==> src/rtl/core/hei_pkg.sv <==
// ----------------------------------------------------------------------------
// hei_pkg: shared types and codes for the hyphenation exception insert unit
// Request and result structs, token and status codes, and the job record
// that the front end hands to the insert engine.
// ----------------------------------------------------------------------------
`default_nettype none
package hei_pkg;

    localparam int KEY_DEPTH = 64;   // key buffer bytes (letters plus language)
    localparam int KEY_AW    = 6;
    localparam int LEN_W     = 7;    // key length, 0..64
    localparam int MASK_W    = 63;

    localparam logic [1:0] OP_LETTER   = 2'd0;
    localparam logic [1:0] OP_HYPHEN   = 2'd1;
    localparam logic [1:0] OP_WORD_END = 2'd2;
    localparam logic [1:0] OP_IMPROPER = 2'd3;

    localparam logic [2:0] ST_ACCEPTED   = 3'd0;
    localparam logic [2:0] ST_NOT_LETTER = 3'd1;
    localparam logic [2:0] ST_IMPROPER   = 3'd2;
    localparam logic [2:0] ST_TOO_SHORT  = 3'd3;
    localparam logic [2:0] ST_INSERTED   = 3'd4;
    localparam logic [2:0] ST_OVERFLOW   = 3'd5;

    typedef struct packed {
        logic [1:0] op;
        logic [7:0] letter_code;
    } req_t;

    typedef struct packed {
        logic [2:0] status;
        logic [8:0] final_slot;
        logic [8:0] entry_count;
    } res_t;

    typedef struct packed {
        logic [LEN_W-1:0]  len;
        logic [MASK_W-1:0] mask;
    } job_t;

    // key buffer access from the insert engine
    typedef struct packed {
        logic              we;
        logic [KEY_AW-1:0] waddr;
        logic [7:0]        wdata;
        logic [KEY_AW-1:0] raddr;
    } key_port_t;

endpackage
`default_nettype wire

==> src/rtl/core/hei_queue.sv <==
// ----------------------------------------------------------------------------
// hei_queue: two-entry job queue
// Carries word jobs from the front end to the insert engine.
// ----------------------------------------------------------------------------
`default_nettype none
module hei_queue (
    input  wire logic          clk,
    input  wire logic          rst_n,
    input  wire logic          push,
    input  wire hei_pkg::job_t push_job,
    input  wire logic          pop,
    output logic               not_empty,
    output hei_pkg::job_t      head
);

    hei_pkg::job_t entry_reg [2];
    logic       wr_ptr_reg, wr_ptr_next;
    logic       rd_ptr_reg, rd_ptr_next;
    logic [1:0] fill_reg, fill_next;

    assign not_empty = (fill_reg != 2'd0);
    assign head      = entry_reg[rd_ptr_reg];

    always_comb
    begin
        wr_ptr_next = wr_ptr_reg ^ push;
        rd_ptr_next = rd_ptr_reg ^ pop;
        fill_next   = fill_reg + {1'b0, push} - {1'b0, pop};
    end

    always_ff @(posedge clk or negedge rst_n)
    begin
        if (!rst_n)
        begin
            wr_ptr_reg <= 1'b0;
            rd_ptr_reg <= 1'b0;
            fill_reg   <= 2'd0;
        end
        else
        begin
            wr_ptr_reg <= wr_ptr_next;
            rd_ptr_reg <= rd_ptr_next;
            fill_reg   <= fill_next;
        end
    end

    always_ff @(posedge clk)
    begin
        if (push)
        begin
            entry_reg[wr_ptr_reg] <= push_job;
        end
    end

endmodule
`default_nettype wire

==> config.mk <==
export PLATFORM = sky130hd
export DESIGN_NAME = hei_queue
export DESIGN_NICKNAME = d
export VERILOG_FILES = /design/src/rtl/core/hei_pkg.sv /design/src/rtl/core/hei_queue.sv
export SDC_FILE = /design/constraint.sdc
export NUM_CORES = 1
export LEC_CHECK = 0
export BUFFER_PORTS_ARGS = -buffer_cell sky130_fd_sc_hd__buf_2
export CORE_ASPECT_RATIO = 0.9
export CORE_MARGIN = 2
export CORE_UTILIZATION = 50
export CTS_BUF_LIST = sky130_fd_sc_hd__clkbuf_4
export CTS_CLUSTER_DIAMETER = 60
export CTS_CLUSTER_SIZE = 40
export DETAILED_ROUTE_END_ITERATION = 12
export HOLD_SLACK_MARGIN = 0.03
export PLACE_DENSITY_LB_ADDON = 0.1
export SYNTH_ARGS = -nofsm -noshare
export SYNTH_HDL_FRONTEND = slang
export SYNTH_SLANG_ARGS = --single-unit
==> constraint.sdc <==
create_clock -name clk -period 3.1 [get_ports clk]
set_clock_uncertainty 0.1 [all_clocks]
set_input_delay 0.31 -clock clk [delete_from_list [all_inputs] [get_ports clk]]
set_output_delay 0.31 -clock clk [all_outputs]
set_load 0.02 [all_outputs]
==> summary.md <==
| Metric | Value |
|---|---|
| H-tree levels | 4 |
| Vias in the first global route | approximately 3100 |
| Die height | 104 um |
| DP Worst Slack | roughly 1.1 ns |
| Synth cell count leaders | 140 x edfxtp_1, 69 x mux2_4, 7 x buf_12 |
| Fin crit share | 0.823 |
| Final worst setup slack | about 0.55 ns |
| CP Launch Type | register |
| Gp weighted congestion | a little under 0.7 |
| Die ar. | roughly 0.012 mm2 |
| Leading cell type by number of instances after synthesis | edfxtp_1 |
| Largest net degree at the start of global routing | 47 |
| Wire per inst | between 15 and 20 um |
| Buffer depth of the longest clock path | 2 |
| IO buf count | between 100 and 150 |
| Post-CTS Hold Fix Bufs | 74 |
| Post-Syn Area | between 0.005 and 0.006 mm2 |
| Crit. End Element | output port |
| Num CTS Buffers | 17 |
| Row count | 36 |
| Distinct cells, synth | 11 |
| Max reg flops | 140 |
| WHS | 0.411 ns |
| PwrDens | around 830 mW/mm2 |
| Area after DPL | about 0.0065 mm2 |
| Tmin final | 2.55 ns |
| Power Total | between 6 and 7 mW |
| Initial antenna violation count | 0 |
| Number of remaining DRC errors | 0 |
| Finished Layout Cells | 634 |
| GRT Residual Overflow | 0 |
| Post-Place Cells | about 530 |
| ANT cells | 0 |
| CTS tree | built |
| Initial drt markers | about 120 |
| Area fraction of the dominant cell type after synthesis | 0.750 |
| Status | finished clean |
| Fillcell total | 739 |
| Final hold violation count | 0 |
| Post-CTS Setup Inserts | 0 |
| Finished Core Util | 0.688 |
| I/O pin count | around 150 |
| Sequential element share of the synthesized area | 0.768 |
| CP max FO | 30 |
| First-pass GRT wire length | between 15 and 20 mm |
| IR drop worst, VDD | 481 uV |
| Pre-antenna DRT Iters | 4 |
| Final instance area | 0.00750 mm2 |
| Vias | approximately 2900 |
| RSZ-0062 raised after global routing | false |
| Rel. slew slack | 0.551 |
| Max-cap violations | 0 |
| Worst skew pair latency | 0.51 ns |
| Hold Path Class | input pin to register |
| Final wirelength | about 9.8 mm |
| Syn nets | between 300 and 400 |
| CP arrival | between 2 and 2.5 ns |
| WS Path Type | register to output port |
| Layout area overhead | 33.7% |
| Fmax | about 400 MHz |
| Largest cells by area after synthesis | edfxtp_1 75%, mux2_4 18%, buf_12 2.5%, dfrtp_1 1.8%, ha_1 0.89% |
| Total GRT Usage | 0.170 |
| Area leader, netlist | edfxtp_1 |
| Post-synth top flop | edfxtp_1 |
| Syn Area/Cell | between 20 and 25 um2 |
| Layout cells sized above 1 | 0.523 |
| Initial core utilization | 0.514 |
| Post-cts gate resize count | 0 |
| Core area | approximately 0.011 mm2 |
| Static Leakage | between 3 and 4 nW |
| Routed Antenna Nets | 0 |
| Reg clk slew, reported paths | between 0.1 and 0.15 ns |
| Register Area | ~0.0043 mm2 |
| Chip Width | between 100 and 150 um |
| Clock Tree Root | clkbuf_4 |
| Synth Warn # | 0 |
| Clock sink total | between 100 and 150 |
| Multi-input logic area | 0.00116 mm2 |
| Final Slew Violations | 0 |
| EDFF count, synth | 140 |
| Required @ worst endpoint | roughly 2.7 ns |
| Final setup fails | 0 |
| Final TNS setup | 0 ns |
| Fraction of registers with async set/reset | 0.0278 |
| Cells after Synth | roughly 230 |
| Slew of the pin with the lowest slew margin | between 0.6 and 0.7 ns |
| # nets final | around 550 |
| #FFs+latches synth | ~140 |
| Vias/cell | around 4.6 |
[per-layer routing]
layer  vias to the layer above  wire, um  part of all wire  track usage
met4                         0       185             0.019       0.0961
met5                         -         0                 0            0
li1                       1400         -                 -            -
met1                      1406      3860              0.39        0.183
met2                        99      5200              0.53        0.297
met3                        14       536             0.055       0.0484
[cells in the final DEF, fill, tap and decap left out, types with 3 or more instances in the layout]
cell type	Yosys	final
mux2_4	69	69
buf_4	0	6
dlygate4sd3_1	0	74
bufinv_16	0	3
dfrtp_1	4	3
inv_1	4	4
clkinv_1	0	5
clkbuf_4	0	21
edfxtp_1	140	140
buf_2	0	144
[area by class of cell]
class / instances / area share
sequential: 144 / 0.575
timing repair buffer: 226 / 0.206
multi-input combinational: 77 / 0.155
tap: 152 / 0.0254
clock buffer: 21 / 0.0210
clock inverter: 10 / 0.0159
inverter: 4 / 0.00200
[critical path, stage by stage (launching register included)]
cell and delay, ns:
dfrtp_4 0.83, buf_12 0.28, mux2_2 0.35, buf_2 0.16
[kinds of logic after synthesis]
| group | share of synthesized area |
|---|---|
| fa+ha+maj | 0.00893 |
| xor+xnor | 0.00580 |
| simple gates | 0.00112 |
| flops | 0.768 |
| mux | 0.187 |
| buf+inv | 0.0297 |
[where the power goes]
| group | switching, mW | internal (mW) |
|---|---|---|
| combinational | 1.18 | 1.14 |
| clock | 0.588 | 0.576 |
| sequential | 0.200 | 2.58 |
[final timing paths]
path / slack, ns / endpoint / cells after the start / start
min: 0.41 / entry_reg[1][9] / 2 / push_job[9]
max in group asynchronous: 2.13 / rd_ptr_reg / 3 / rst_n
max reg2reg: 1.38 / entry_reg[0][4] / 3 / wr_ptr_reg
min in group asynchronous: 0.58 / fill_reg[0] / 3 / rst_n
max: 0.55 / head[69] / 3 / rd_ptr_reg
min reg2reg: 0.53 / fill_reg[1] / 1 / fill_reg[1]
No activity file was read; power rests on OpenSTA's default activity.
