--- src/rtl/core/hei_pkg.sv ---
// ----------------------------------------------------------------------------
// hei_pkg: shared types and codes for the hyphenation exception insert unit
// Request and result structs, token and status codes, and the job record
// that the front end hands to the insert engine.
// ----------------------------------------------------------------------------
`default_nettype none
package hei_pkg;

    localparam int KEY_DEPTH = 64;   // key buffer bytes (letters plus language)
    localparam int KEY_AW    = 6;
    localparam int LEN_W     = 7;    // key length, 0..64
    localparam int MASK_W    = 63;

    localparam logic [1:0] OP_LETTER   = 2'd0;
    localparam logic [1:0] OP_HYPHEN   = 2'd1;
    localparam logic [1:0] OP_WORD_END = 2'd2;
    localparam logic [1:0] OP_IMPROPER = 2'd3;

    localparam logic [2:0] ST_ACCEPTED   = 3'd0;
    localparam logic [2:0] ST_NOT_LETTER = 3'd1;
    localparam logic [2:0] ST_IMPROPER   = 3'd2;
    localparam logic [2:0] ST_TOO_SHORT  = 3'd3;
    localparam logic [2:0] ST_INSERTED   = 3'd4;
    localparam logic [2:0] ST_OVERFLOW   = 3'd5;

    typedef struct packed {
        logic [1:0] op;
        logic [7:0] letter_code;
    } req_t;

    typedef struct packed {
        logic [2:0] status;
        logic [8:0] final_slot;
        logic [8:0] entry_count;
    } res_t;

    typedef struct packed {
        logic [LEN_W-1:0]  len;
        logic [MASK_W-1:0] mask;
    } job_t;

    // key buffer access from the insert engine
    typedef struct packed {
        logic              we;
        logic [KEY_AW-1:0] waddr;
        logic [7:0]        wdata;
        logic [KEY_AW-1:0] raddr;
    } key_port_t;

endpackage
`default_nettype wire

--- src/rtl/core/hei_ram.sv ---
// ----------------------------------------------------------------------------
// hei_ram: generic simple dual-port RAM
// One write port, one read port with registered read data.
// ----------------------------------------------------------------------------
`default_nettype none
module hei_ram #(
    parameter int WIDTH = 8,
    parameter int DEPTH = 64
) (
    input  wire logic                     clk,
    input  wire logic                     we,
    input  wire logic [$clog2(DEPTH)-1:0] waddr,
    input  wire logic [WIDTH-1:0]         wdata,
    input  wire logic [$clog2(DEPTH)-1:0] raddr,
    output logic      [WIDTH-1:0]         rdata
);

    logic [WIDTH-1:0] mem [DEPTH];

    always_ff @(posedge clk)
    begin
        if (we)
        begin
            mem[waddr] <= wdata;
        end
        rdata <= mem[raddr];
    end

endmodule
`default_nettype wire

--- src/rtl/core/hei_front.sv ---
// ----------------------------------------------------------------------------
// hei_front: token front end
// Builds the word in the key buffer, keeps the hyphen mask, answers simple
// tokens and hands finished words to the insert engine.
// ----------------------------------------------------------------------------
`default_nettype none
module hei_front #(
    parameter int TABLE_SIZE  = 307,
    parameter int MAX_LETTERS = 63
) (
    input  wire logic                             clk,
    input  wire logic                             rst_n,
    input  wire logic                             accept,
    input  wire hei_pkg::req_t                    req,
    input  wire logic                             cfg_we,
    input  wire logic [7:0]                       cfg_wdata,
    input  wire logic [$clog2(TABLE_SIZE+1)-1:0]  count,
    input  wire logic                             job_done,
    input  wire hei_pkg::key_port_t               key_port,
    output logic [7:0]                            key_rdata,
    output logic                                  push,
    output hei_pkg::job_t                         push_job,
    output logic                                  pending,
    output logic                                  res_valid,
    output hei_pkg::res_t                         res
);

    localparam int CW = $clog2(TABLE_SIZE + 1);

    logic [7:0]                  language_reg;
    logic [hei_pkg::LEN_W-1:0]   len_reg, len_next;
    logic [hei_pkg::MASK_W-1:0]  mask_reg, mask_next;
    logic                        pending_reg, pending_next;
    logic                        res_valid_reg, res_valid_next;
    logic [2:0]                  status_reg, status_next;
    logic [CW-1:0]               count_reg;
    logic                        fr_we;
    logic [7:0]                  fr_wdata;
    logic                        room;
    logic [31:0]                 count32;

    assign room = (len_reg < hei_pkg::LEN_W'(MAX_LETTERS));

    always_comb
    begin
        len_next       = len_reg;
        mask_next      = mask_reg;
        pending_next   = pending_reg & ~job_done;
        res_valid_next = 1'b0;
        status_next    = hei_pkg::ST_ACCEPTED;
        fr_we          = 1'b0;
        fr_wdata       = req.letter_code;
        push           = 1'b0;
        if (accept)
        begin
            res_valid_next = 1'b1;
            case (req.op)
                hei_pkg::OP_LETTER:
                begin
                    if (req.letter_code == 8'd0)
                    begin
                        status_next = hei_pkg::ST_NOT_LETTER;
                    end
                    else if (room)
                    begin
                        fr_we    = 1'b1;
                        len_next = len_reg + 1'b1;
                    end
                end
                hei_pkg::OP_HYPHEN:
                begin
                    if (room)
                    begin
                        mask_next = mask_reg | (hei_pkg::MASK_W'(1) << len_reg[hei_pkg::KEY_AW-1:0]);
                    end
                end
                hei_pkg::OP_IMPROPER:
                begin
                    status_next = hei_pkg::ST_IMPROPER;
                end
                default:
                begin
                    len_next  = '0;
                    mask_next = '0;
                    if (len_reg <= hei_pkg::LEN_W'(1))
                    begin
                        status_next = hei_pkg::ST_TOO_SHORT;
                    end
                    else if (count >= CW'(TABLE_SIZE))
                    begin
                        status_next = hei_pkg::ST_OVERFLOW;
                    end
                    else
                    begin
                        // language byte closes the key; engine answers later
                        fr_we          = 1'b1;
                        fr_wdata       = language_reg;
                        push           = 1'b1;
                        pending_next   = 1'b1;
                        res_valid_next = 1'b0;
                    end
                end
            endcase
        end
    end

    assign push_job.len  = len_reg + 1'b1;
    assign push_job.mask = mask_reg;

    hei_ram #(
        .WIDTH (8),
        .DEPTH (hei_pkg::KEY_DEPTH)
    ) u_key_ram (
        .clk   (clk),
        .we    (pending_reg ? key_port.we : fr_we),
        .waddr (pending_reg ? key_port.waddr : len_reg[hei_pkg::KEY_AW-1:0]),
        .wdata (pending_reg ? key_port.wdata : fr_wdata),
        .raddr (key_port.raddr),
        .rdata (key_rdata)
    );

    always_ff @(posedge clk or negedge rst_n)
    begin
        if (!rst_n)
        begin
            language_reg  <= 8'd0;
            len_reg       <= '0;
            mask_reg      <= '0;
            pending_reg   <= 1'b0;
            res_valid_reg <= 1'b0;
        end
        else
        begin
            if (cfg_we)
            begin
                language_reg <= cfg_wdata;
            end
            len_reg       <= len_next;
            mask_reg      <= mask_next;
            pending_reg   <= pending_next;
            res_valid_reg <= res_valid_next;
        end
    end

    always_ff @(posedge clk)
    begin
        status_reg <= status_next;
        count_reg  <= count;
    end

    assign count32         = 32'(count_reg);
    assign pending         = pending_reg;
    assign res_valid       = res_valid_reg;
    assign res.status      = status_reg;
    assign res.final_slot  = 9'd0;
    assign res.entry_count = count32[8:0];

endmodule
`default_nettype wire

--- config.mk ---
export PLATFORM = sky130hd
export DESIGN_NAME = hei_front
export DESIGN_NICKNAME = d
export VERILOG_FILES = /design/src/rtl/core/hei_pkg.sv /design/src/rtl/core/hei_ram.sv /design/src/rtl/core/hei_front.sv
export SDC_FILE = /design/constraint.sdc
export NUM_CORES = 1
export LEC_CHECK = 0
export ABC_CLOCK_PERIOD_IN_PS = 4900
export BUFFER_PORTS_ARGS = -buffer_cell sky130_fd_sc_hd__buf_2
export CELL_PAD_IN_SITES_DETAIL_PLACEMENT = 1
export CELL_PAD_IN_SITES_GLOBAL_PLACEMENT = 1
export CORE_UTILIZATION = 52
export DETAILED_ROUTE_END_ITERATION = 12
export GPL_ROUTABILITY_DRIVEN = 1
export GPL_TIMING_DRIVEN = 0
export PLACE_DENSITY = 0.89
export SETUP_SLACK_MARGIN = 0.15
export SLEW_MARGIN = 25
export SYNTH_ARGS = -nofsm -noshare
export SYNTH_HDL_FRONTEND = slang
export SYNTH_SLANG_ARGS = --single-unit
--- constraint.sdc ---
create_clock -name clk -period 4.9 [get_ports clk]
set_input_delay 0.245 -clock clk [delete_from_list [all_inputs] [get_ports clk]]
set_output_delay 0.245 -clock clk [all_outputs]
set_load 0.05 [all_outputs]
==> results.toml <==
[clock_network]
cts_max_level = 2
tritoncts = "done"
ctsRootBufferMaster = "clkbuf_16"
ctsLongestPathBuffers = 3
cts_resized = 0
post-cts-setup-buffers = 0
clk_pin_slew_worst_paths_ns = 0.06
numClockSinks = 612
cts_buffers = 61
clock_latency_ns = 0.63

[routing]
wl_per_cell_um = 31.6
drtPass1Iterations = 5
first_iter_violations = 1623
ant_nets = 0
drc = 0
viasPerCell = 6.46
drt-total-wl_um = 71100
vias = 14500

[sta]
fin_skew_ns = 0.0255
post-route-period-util = 0.816
layout_setup_ws_ns = 0.903
worstMarginPinSlew_ns = 1.10
slew_viol_final = 0
setup_viol = 0
clock.fmax_mhz = 250
hold_viol = 0
rsz0062_at_grt = "no"
relSlewSlack = 0.270
final.min_clock_period_ns = 4.00

[setup_path]
path_class = "reg -> reg"
start_kind = "flip-flop"
crit_path_end_kind = "flip-flop"
cp.arrival_ns = 4.24
cp.required_ns = 5.15
critPathMaxFanout = 10

[finish]
fin_area_sq_um = 28300
final_util = 0.621
drive_gt1_frac = 0.283
largest_reg_flops = 512
syn_to_final_growth_pct = 17.7
fin_nets = 1660
fillers = 4028
stdcell_count = 2249

[power_and_ir_drop]
ir_worst_vdd_mv = 0.255
p_leak_nw = 9.93
total_power_w = 0.0113
power.density_nw_per_um2 = 401

[yosys]
syn_area_sq_um = 24000
synth_fa_ha_area_frac = 0.00521
synth_xor_area_frac = 0.00109
async_reset_ff_frac = 0.131
yosys_warnings = 0
synth_edf_count = 512
ys.flop_type = "edfxtp_1"
synth-compound-area-share = 0.0588
synth_simple_gate_area_frac = 0.0375
syn_inst = 1346
synth.avg_cell_area_sq_um = 17.8
ys_types = 52
synth_top_cell_by_area = "edfxtp_1"
synth_area_leaders = "edfxtp_1 (64%), mux4_2 (12%), dfrtp_1 (8.3%), a21oi_1 (2.6%), dfxtp_1 (1.7%)"
synthMuxAreaShare = 0.137
synth_top_cell_area_share = 0.640
ys_ff_latch = 612
synth-seq-area-share = 0.740
synth_top_family_by_area = "multiplexers"

[placed_design]
pre_cts_ws_ns = 0.884
gp_congestion = 1.00
dpl-instance-area_sq_um = 26100
dp_hpwl_um = 48500
placed_cells_incl_taps = 2113
port_buffers = 140

[floorplan]
dieHeight_um = 217
dieArea_sq_um = 47100
rows = 78
initial_core_util = 0.528
ios = 155
die_w_um = 217
core_area_sq_um = 45500

[global_routing]
grt_overflow = 0
grt_max_degree = 42
track_usage = 0.309
grt_pass1_vias = 15700
grt_pass1_wl_um = 105000
antenna_found_initial = 2

[min_path]
hp-class = "in -> reg"

[status]
status = "finished, final reports clean"

[flow_run]
drv_cap = 0
[layout make-up]
| cell class | instances | area, sq um | share of cell area |
|---|---|---|---|
| tap | 600 | 751 | 0.0266 |
| inverter | 16 | 60.1 | 0.00213 |
| clock inverter | 31 | 230 | 0.00815 |
| clock buffer | 82 | 1650 | 0.0583 |
| timing repair buffer | 180 | 1360 | 0.0482 |
| multi-input combinational | 639 | 6010 | 0.213 |
| sequential | 612 | 17800 | 0.629 |
| buffer | 87 | 425 | 0.0151 |
| antenna | 2 | 5.00 | 0.000177 |
[metal layers]
| metal | vias to the layer above | global-route usage | wire, um |
|---|---|---|---|
| met5 | - | 0 | 0 |
| met4 | 0 | 0.120 | 2600 |
| met3 | 173 | 0.0657 | 6820 |
| met2 | 923 | 0.530 | 36100 |
| met1 | 7567 | 0.387 | 25500 |
| li1 | 5857 | - | - |
[kinds of logic after synthesis]
kind of cell,count (synthesis)
flops,612
simple gates,204
fa+ha+maj,10
compound gates,246
buf+inv,103
xor+xnor,3
other cells,1
mux,167
[cell usage after synthesis, types with 6 or more instances]
cell type  number
a21oi_1       126
a31oi_1        28
a32o_1          7
and3_1          9
buf_2          25
buf_4          14
clkbuf_1       44
dfrtp_1        80
dfxtp_1        20
edfxtp_1      512
ha_1           10
inv_1          15
mux2_2         15
mux2i_1        24
mux4_2        128
nand2_1        63
nand2b_1        7
nand3_1         8
nor2_1         91
nor2b_1         6
nor3_1          6
o21ai_0        27
o22ai_1        38
[through the flow]
step                      setup TNS [ns]  hold WS [ns]
after floorplan                        0       -0.0506
after global placement           -624.01         0.362
after detailed placement               0         0.260
after CTS                              0        0.0712
after global routing                   0         0.115
final                                  0        0.0918
[placed cells by master (no fill, tap or decap), types with 9 or more instances in the layout]
cell | netlist | layout
clkinv_2 | 0 | 9
dfrtp_1 | 80 | 80
clkbuf_1 | 44 | 62
mux4_2 | 128 | 128
edfxtp_1 | 512 | 512
o21ai_0 | 27 | 27
mux2i_1 | 24 | 24
clkinv_1 | 1 | 17
dlygate4sd3_1 | 0 | 20
mux2_2 | 15 | 15
conb_1 | 1 | 9
a21oi_2 | 0 | 26
ha_1 | 10 | 10
a31oi_1 | 28 | 28
clkbuf_16 | 0 | 62
dfxtp_1 | 20 | 20
inv_1 | 15 | 15
buf_4 | 14 | 17
and3_1 | 9 | 9
nor2_1 | 91 | 91
nand2_1 | 63 | 63
buf_2 | 25 | 164
o22ai_1 | 38 | 38
buf_16 | 0 | 14
a21oi_1 | 126 | 92
[worst max-delay path: stages, from the launching register on]
cell and delay (ns):
dfrtp_1 0.53, inv_1 0.21, ha_1 0.39, o21bai_1 0.22
a31oi_1 0.32, o21a_1 0.28, o2111ai_1 0.39, buf_2 0.39
a21oi_1 0.88
[path summary, 6_finish.rpt]
kind                                                from                             end  slack, ns  depth (start not counted)
worst max-delay path              len_reg[1]$_DFFE_PN0P_  u_key_ram.mem[29][1]$_DFFE_PP_       0.90                          8
worst min-delay path                              req[9]        status_reg[1]$_SDFF_PN0_       0.09                          4
worst max register to register    len_reg[1]$_DFFE_PN0P_  u_key_ram.mem[29][1]$_DFFE_PP_       0.90                          8
worst min register to register  mask_reg[44]$_DFFE_PN0P_        mask_reg[44]$_DFFE_PN0P_       0.49                          2
max in group asynchronous                          rst_n               pending$_DFF_PN0_       4.12                          3
min in group asynchronous                          rst_n        mask_reg[30]$_DFFE_PN0P_       0.15                          2
[report_power, final]
| group | internal (W) | switching (W) |
|---|---|---|
| Clock | 0.00250 | 0.00197 |
| Combinational | 0.000331 | 0.000722 |
| Sequential | 0.00579 | 0.0000253 |
[repair_timing]
action                                  4_1_cts  5_1_grt
endpoints found under the setup margin        0        0
hold buffers                                 20        0
endpoints found under the hold margin        59        0
Power figures use the tool's default switching activity.
